===== config.mk =====
export PLATFORM = sky130hd
export DESIGN_NAME = rvx_front
export DESIGN_NICKNAME = d
export VERILOG_FILES = /design/src/rvx_pkg.sv /design/src/rvx_front.sv
export VERILOG_INCLUDE_DIRS = /design/src /design/src/src
export SDC_FILE = /design/constraint.sdc
export NUM_CORES = 1
export LEC_CHECK = 0
export ABC_AREA = 1
export BUFFER_PORTS_ARGS = -buffer_cell sky130_fd_sc_hd__buf_2
export CAP_MARGIN = 10
export CORE_UTILIZATION = 45
export DETAILED_ROUTE_END_ITERATION = 6
export MAX_ROUTING_LAYER = met4
export PLACE_DENSITY = 0.74
export SYNTH_ARGS = -nofsm -noshare
export SYNTH_HDL_FRONTEND = slang
export SYNTH_SLANG_ARGS = --single-unit

===== constraint.sdc =====
create_clock -name clk -period 2.5 [get_ports clk]
set_input_delay 0.125 -clock clk [delete_from_list [all_inputs] [get_ports clk]]
set_output_delay 0.125 -clock clk [all_outputs]
set_load 0.005 [all_outputs]

===== src/rv32i_subset_execute_macros.svh =====
// Assertion macros for the execute block.
`ifndef RV32I_SUBSET_EXECUTE_MACROS_SVH
`define RV32I_SUBSET_EXECUTE_MACROS_SVH
`ifndef SYNTH
`define RVX_ASSERT_IMP(label, clk, rst_n, ante, cons) \
	label: assert property (@(posedge clk) disable iff (!rst_n) (ante) |-> (cons)) \
	else $error("assertion failed");
`define RVX_ASSERT_NXT(label, clk, rst_n, ante, cons) \
	label: assert property (@(posedge clk) disable iff (!rst_n) (ante) |=> (cons)) \
	else $error("assertion failed");
`else
`define RVX_ASSERT_IMP(label, clk, rst_n, ante, cons)
`define RVX_ASSERT_NXT(label, clk, rst_n, ante, cons)
`endif
`endif


===== src/rvx_pkg.sv =====
// ---------------------------------------------------------------------------
// rvx_pkg
// Shared types and constants of the RV32I subset execute block.
// ---------------------------------------------------------------------------
package rvx_pkg;
	localparam int MemWords = 1024;
	localparam int MemAw = $clog2(MemWords);
	localparam int QDepth = 2;
	localparam int QAw = 1;

	typedef enum logic [3:0] {
		OP_ADDI = 4'd0, OP_SLTI = 4'd1, OP_SLTIU = 4'd2, OP_XORI = 4'd3,
		OP_ORI = 4'd4, OP_ANDI = 4'd5, OP_JALR = 4'd6, OP_LW = 4'd7,
		OP_SLLI = 4'd8, OP_SRLI = 4'd9, OP_SRAI = 4'd10, OP_AUIPC = 4'd11,
		OP_SW = 4'd12, OP_BAD13 = 4'd13, OP_BAD14 = 4'd14, OP_BAD15 = 4'd15
	} op_t;

	typedef struct packed {
		logic [3:0]  req_type;
		logic [4:0]  dest_index;
		logic [4:0]  src_one_index;
		logic [4:0]  src_two_index;
		logic [19:0] imm_bits;
	} req_t;

	typedef struct packed {
		logic [31:0] next_pc;
		logic        reg_write;
		logic [4:0]  written_index;
		logic [31:0] written_value;
		logic        mem_write;
		logic        illegal;
	} rsp_t;

	// Decoded item handed from the front to the back.
	typedef struct packed {
		op_t         op;
		logic        legal;
		logic        wr_reg;
		logic [4:0]  rd;
		logic [4:0]  rs1;
		logic [4:0]  rs2;
		logic [31:0] imm;
		logic [19:0] uimm;
	} dec_t;
endpackage


===== src/rvx_front.sv =====
// ---------------------------------------------------------------------------
// rvx_front
// Decodes requests and buffers them in a two-entry queue for the back end.
// ---------------------------------------------------------------------------
`include "rv32i_subset_execute_macros.svh"
module rvx_front (
	input  logic             clk,
	input  logic             arst_n,
	input  logic             req_valid,
	output logic             req_ready,
	input  rvx_pkg::req_t    req,
	output logic             dec_valid,
	input  logic             dec_ready,
	output rvx_pkg::dec_t    dec
);
	rvx_pkg::dec_t           slot_q [rvx_pkg::QDepth];
	logic [rvx_pkg::QAw-1:0] wr_ptr_q, rd_ptr_q;
	logic [rvx_pkg::QAw:0]   count_q;
	rvx_pkg::dec_t           d;
	logic                    push, pop;

	always_comb begin
		d.op     = rvx_pkg::op_t'(req.req_type);
		d.legal  = req.req_type <= 4'(rvx_pkg::OP_SW);
		d.wr_reg = d.legal && d.op != rvx_pkg::OP_SW && req.dest_index != 5'd0;
		d.rd     = req.dest_index;
		d.rs1    = req.src_one_index;
		d.rs2    = req.src_two_index;
		d.imm    = {{20{req.imm_bits[11]}}, req.imm_bits[11:0]};
		d.uimm   = req.imm_bits;
	end

	assign req_ready = count_q != (rvx_pkg::QAw+1)'(rvx_pkg::QDepth);
	assign dec_valid = count_q != '0;
	assign dec       = slot_q[rd_ptr_q];
	assign push      = req_valid && req_ready;
	assign pop       = dec_valid && dec_ready;

	always_ff @(posedge clk) begin
		if (push) begin
			slot_q[wr_ptr_q] <= d;
		end
	end

	always_ff @(posedge clk or negedge arst_n) begin
		if (!arst_n) begin
			wr_ptr_q <= '0;
			rd_ptr_q <= '0;
			count_q  <= '0;
		end else begin
			if (push) wr_ptr_q <= wr_ptr_q + 1'b1;
			if (pop) rd_ptr_q <= rd_ptr_q + 1'b1;
			count_q <= count_q + (rvx_pkg::QAw+1)'(push) - (rvx_pkg::QAw+1)'(pop);
		end
	end

	`RVX_ASSERT_IMP(a_no_overfill, clk, arst_n, 1'b1, count_q <= (rvx_pkg::QAw+1)'(rvx_pkg::QDepth))
	`RVX_ASSERT_NXT(a_push_only, clk, arst_n, push && !pop, count_q == $past(count_q) + 1'b1)
	`RVX_ASSERT_NXT(a_pop_only, clk, arst_n, pop && !push, count_q == $past(count_q) - 1'b1)
endmodule


==> flow_summary.toml <==
[floorplanning]
die_width_um = 90.85
die_y_um = 90.85
io_pins = 118
dieArea_um2 = 8253
rows = 32
start_util_pct = 46.21
core_area_um2 = 7687

[min_path]
hold_path_class = "in -> reg"
whs_path_depth = 3
worstHoldStart = "dec_ready"
holdPathEnd = "rd_ptr_q$_DFFE_PN0P_"

[sta]
rsz0062_at_grt = "false"
timing.final.hold_violations = 0
hold_ws_ns = 0.04231
slew-limit-headroom_pct = 62.66
fmax_ghz = 0.5056
finalCritPeriodShare_pct = 79.11
setup_viol = 0
worst_pin_slew_ns = 0.5593
min_period_ns = 1.978
fin_skew_ns = 0.008630
final.setup.tns_ns = 0
drv_slew = 0

[global_route]
grt-ovfl-total = 0
grt_pass1_vias = 2325
grt_pass1_wl_um = 10450
grt.total_usage_pct = 17.28
grt_start_max_net_pins = 43
antenna_found_initial = 0

[setup_path]
r2r_slack_ns = 0.85
rr_worst_depth = 5
cpMaxStageDelayCell = "dfrtp_2"
path_max_fanout = 42
cp.required_ns = 2.38
cp_data_arrival_time_ns = 1.85
timing.rr.start = "count_q[0]$_DFF_PN0_"
end_kind = "output pin"
rr_endpoint = "slot_q[0][64]$_DFFE_PP_"
cp_top_family = "flip-flops"
crit_top_cell = "nand2_1"
slowest_delay_ns = 0.57
path_class = "reg -> out"
path_buf_inv = 2
cp_cell_sequence = "inv_8 > nand2_1 > nand2_1 > buf_2"
startpoint_type = "flop"

[placement]
routabilityCongestion = 0.7980
portBuffers = 117
post-dp-hpwl_um = 4052

[routing]
dr_wl_met2_um = 3317
avgViaCountPerCell = 4.460
routed_wl_um = 6519
vias = 2337
drtIter0Drc = 111
highest_layer = "met4"
wl_met3_um = 407
drcViolationCount = 0
drtPass1Iterations = 5
ant_nets = 0
wire_per_inst_um = 12.44
wl_met1_um = 2623

[logic_synthesis]
syn_area_um2 = 3552
synth_simple_gate_area_share_pct = 16.17
syn_inst = 286
yosysSeqAreaShare_pct = 72.14
synth_fp_nets = 331
avgSynthCellArea_um2 = 12.42
synth_xor_area_share_pct = 0
synth_cell_types = 13
ys_seq_elements = 86
yosysWarnings = 0
synth_compound_area_share_pct = 0.2113
synthAdderAreaFrac_pct = 0.7045
muxShareOfSynthArea_pct = 0
synth_top_family_by_area = "simple AND/OR/NAND/NOR gates"

[clocking]
cts_resized = 0
clock-root-buffer = "clkbuf_8"
clock_latency_ns = 0.35
postCtsSetupBuffers = 0
ctsLongestPathBuffers = 2
cts-hold-fix-buffers = 40
cts.clk_slew.worst_paths_ns = 0.07
cts.htree.levels = 3
cts_tree = "yes"
clock_sinks = 86
cts_made_buffers = 9

[pwr]
intPower_uw = 3220
max-vdd-ir-drop_mv = 0.5927
powerDensity_nw_per_um2 = 1052
seqPwrFrac_pct = 43.6
p_sw_share_pct = 33.18
power_frac_comb_pct = 35.8
clkPwrFrac_pct = 20.6
total_leakage_power_uw = 0.002071
p_sw_uw = 1599

[layout]
syn_to_final_growth_pct = 28.92
fillers = 618
nets = 463
drive_above_1_share_pct = 35.31
insertedDiodeCount = 0

[status]
outcome = "finished clean"

[run]
max_cap_violations = 0
synthesized netlist by cell type, drive strengths merged:
cell | count | area share, %
nand2 | 138 | 15
edfxtp | 82 | 69
buf | 41 | 9.4
inv | 11 | 1.4
dfrtp | 4 | 2.8
nand3 | 4 | 0.56
nor2 | 3 | 0.32
ha | 2 | 0.70
o21bai | 1 | 0.21
final cells by class:
cell class	count	area (um2)	area share, %
multi-input cells	148	614.3	13.42
repair buffers	162	1023	22.35
flip-flops and latches	86	2564	55.98
inverters	11	48.80	1.066
clock buffers	9	123.9	2.705
well taps	102	127.6	2.787
clock inverters	6	77.57	1.694
worst reg2reg max path: stages (launching register included):
cell	delay (ns)
dfrtp_1	0.35
inv_1	0.06
nand2_1	0.10
nand3_1	0.11
inv_2	0.44
buf_4	0.31
per-layer routing:
metal  track usage [%]  vias up
met5                 -        -
li1                  -     1176
met3             3.704       15
met1             18.61     1044
met4             8.730        0
met2             30.05      102
sequential cells by signal (all words and copies together), names as in the netlist:
signal and cells:
count_q 2, rd_ptr_q 1, slot_q 82, wr_ptr_q 1
cells in the final DEF (no fill, tap or decap):
| cell | instances |
|---|---|
| buf_2 | 117 |
| buf_4 | 5 |
| bufinv_16 | 2 |
| clkbuf_8 | 9 |
| clkinv_1 | 2 |
| clkinv_2 | 2 |
| dfrtp_1 | 3 |
| dfrtp_2 | 1 |
| dlygate4sd3_1 | 40 |
| edfxtp_1 | 82 |
| ha_1 | 2 |
| inv_1 | 9 |
| inv_2 | 1 |
| inv_8 | 1 |
| nand2_1 | 128 |
| nand2_2 | 10 |
| nand3_1 | 4 |
| nor2_1 | 2 |
| nor2_4 | 1 |
| o21bai_1 | 1 |
cell families (layout without fill, tap and decap cells):
| kind of cell | Yosys count | after routing |
|---|---|---|
| flip-flops | 86 | 86 |
| buffers and inverters | 52 | 188 |
| AND/OR/NAND/NOR | 145 | 145 |
| AO/OA/AOI/OAI | 1 | 1 |
| adder cells (fa/ha/maj) | 2 | 2 |
metrics by stage:
stage	setup WS, ns	instances	cell area [um2]	power [uW]	util (%)
2_1_floorplan	0.4308	286	3555	3443	-
3_3_place_gp	0.8744	469	3978	3791	51.74
3_5_place_dp	0.8213	469	3978	3830	51.74
4_1_cts	0.4631	524	4579	4866	59.57
5_1_grt	0.3291	524	4579	5144	59.57
6_report	0.5222	524	4579	4818	59.57
worst max-delay path by stage:
stage / start / endpoint / slack, ns / depth (start not counted)
2_1_floorplan: count_q[1]$_DFF_PN0_ / slot_q[1][12]$_DFFE_PP_ / 0.43 / 3
3_3_place_gp: wr_ptr_q$_DFFE_PN0N_ / slot_q[0][27]$_DFFE_PP_ / 0.87 / 4
3_5_place_dp: count_q[0]$_DFF_PN0_ / slot_q[0][29]$_DFFE_PP_ / 0.82 / 5
4_1_cts: rd_ptr_q$_DFFE_PN0P_ / dec[50] / 0.46 / 4
5_1_grt: rd_ptr_q$_DFFE_PN0P_ / dec[46] / 0.33 / 4
6_report: rd_ptr_q$_DFFE_PN0P_ / dec[38] / 0.52 / 4
power groups by stage:
stage                     sequential [uW]  combinational, uW  clock [uW]
after floorplan                      2070               1370           0
after global placement               2120               1670           0
after detailed placement             2130               1700           0
after CTS                            2100               1750        1010
after global routing                 2130               1950        1070
final                                2100               1730         994
Note: power is estimated with default switching activity, not from simulation.
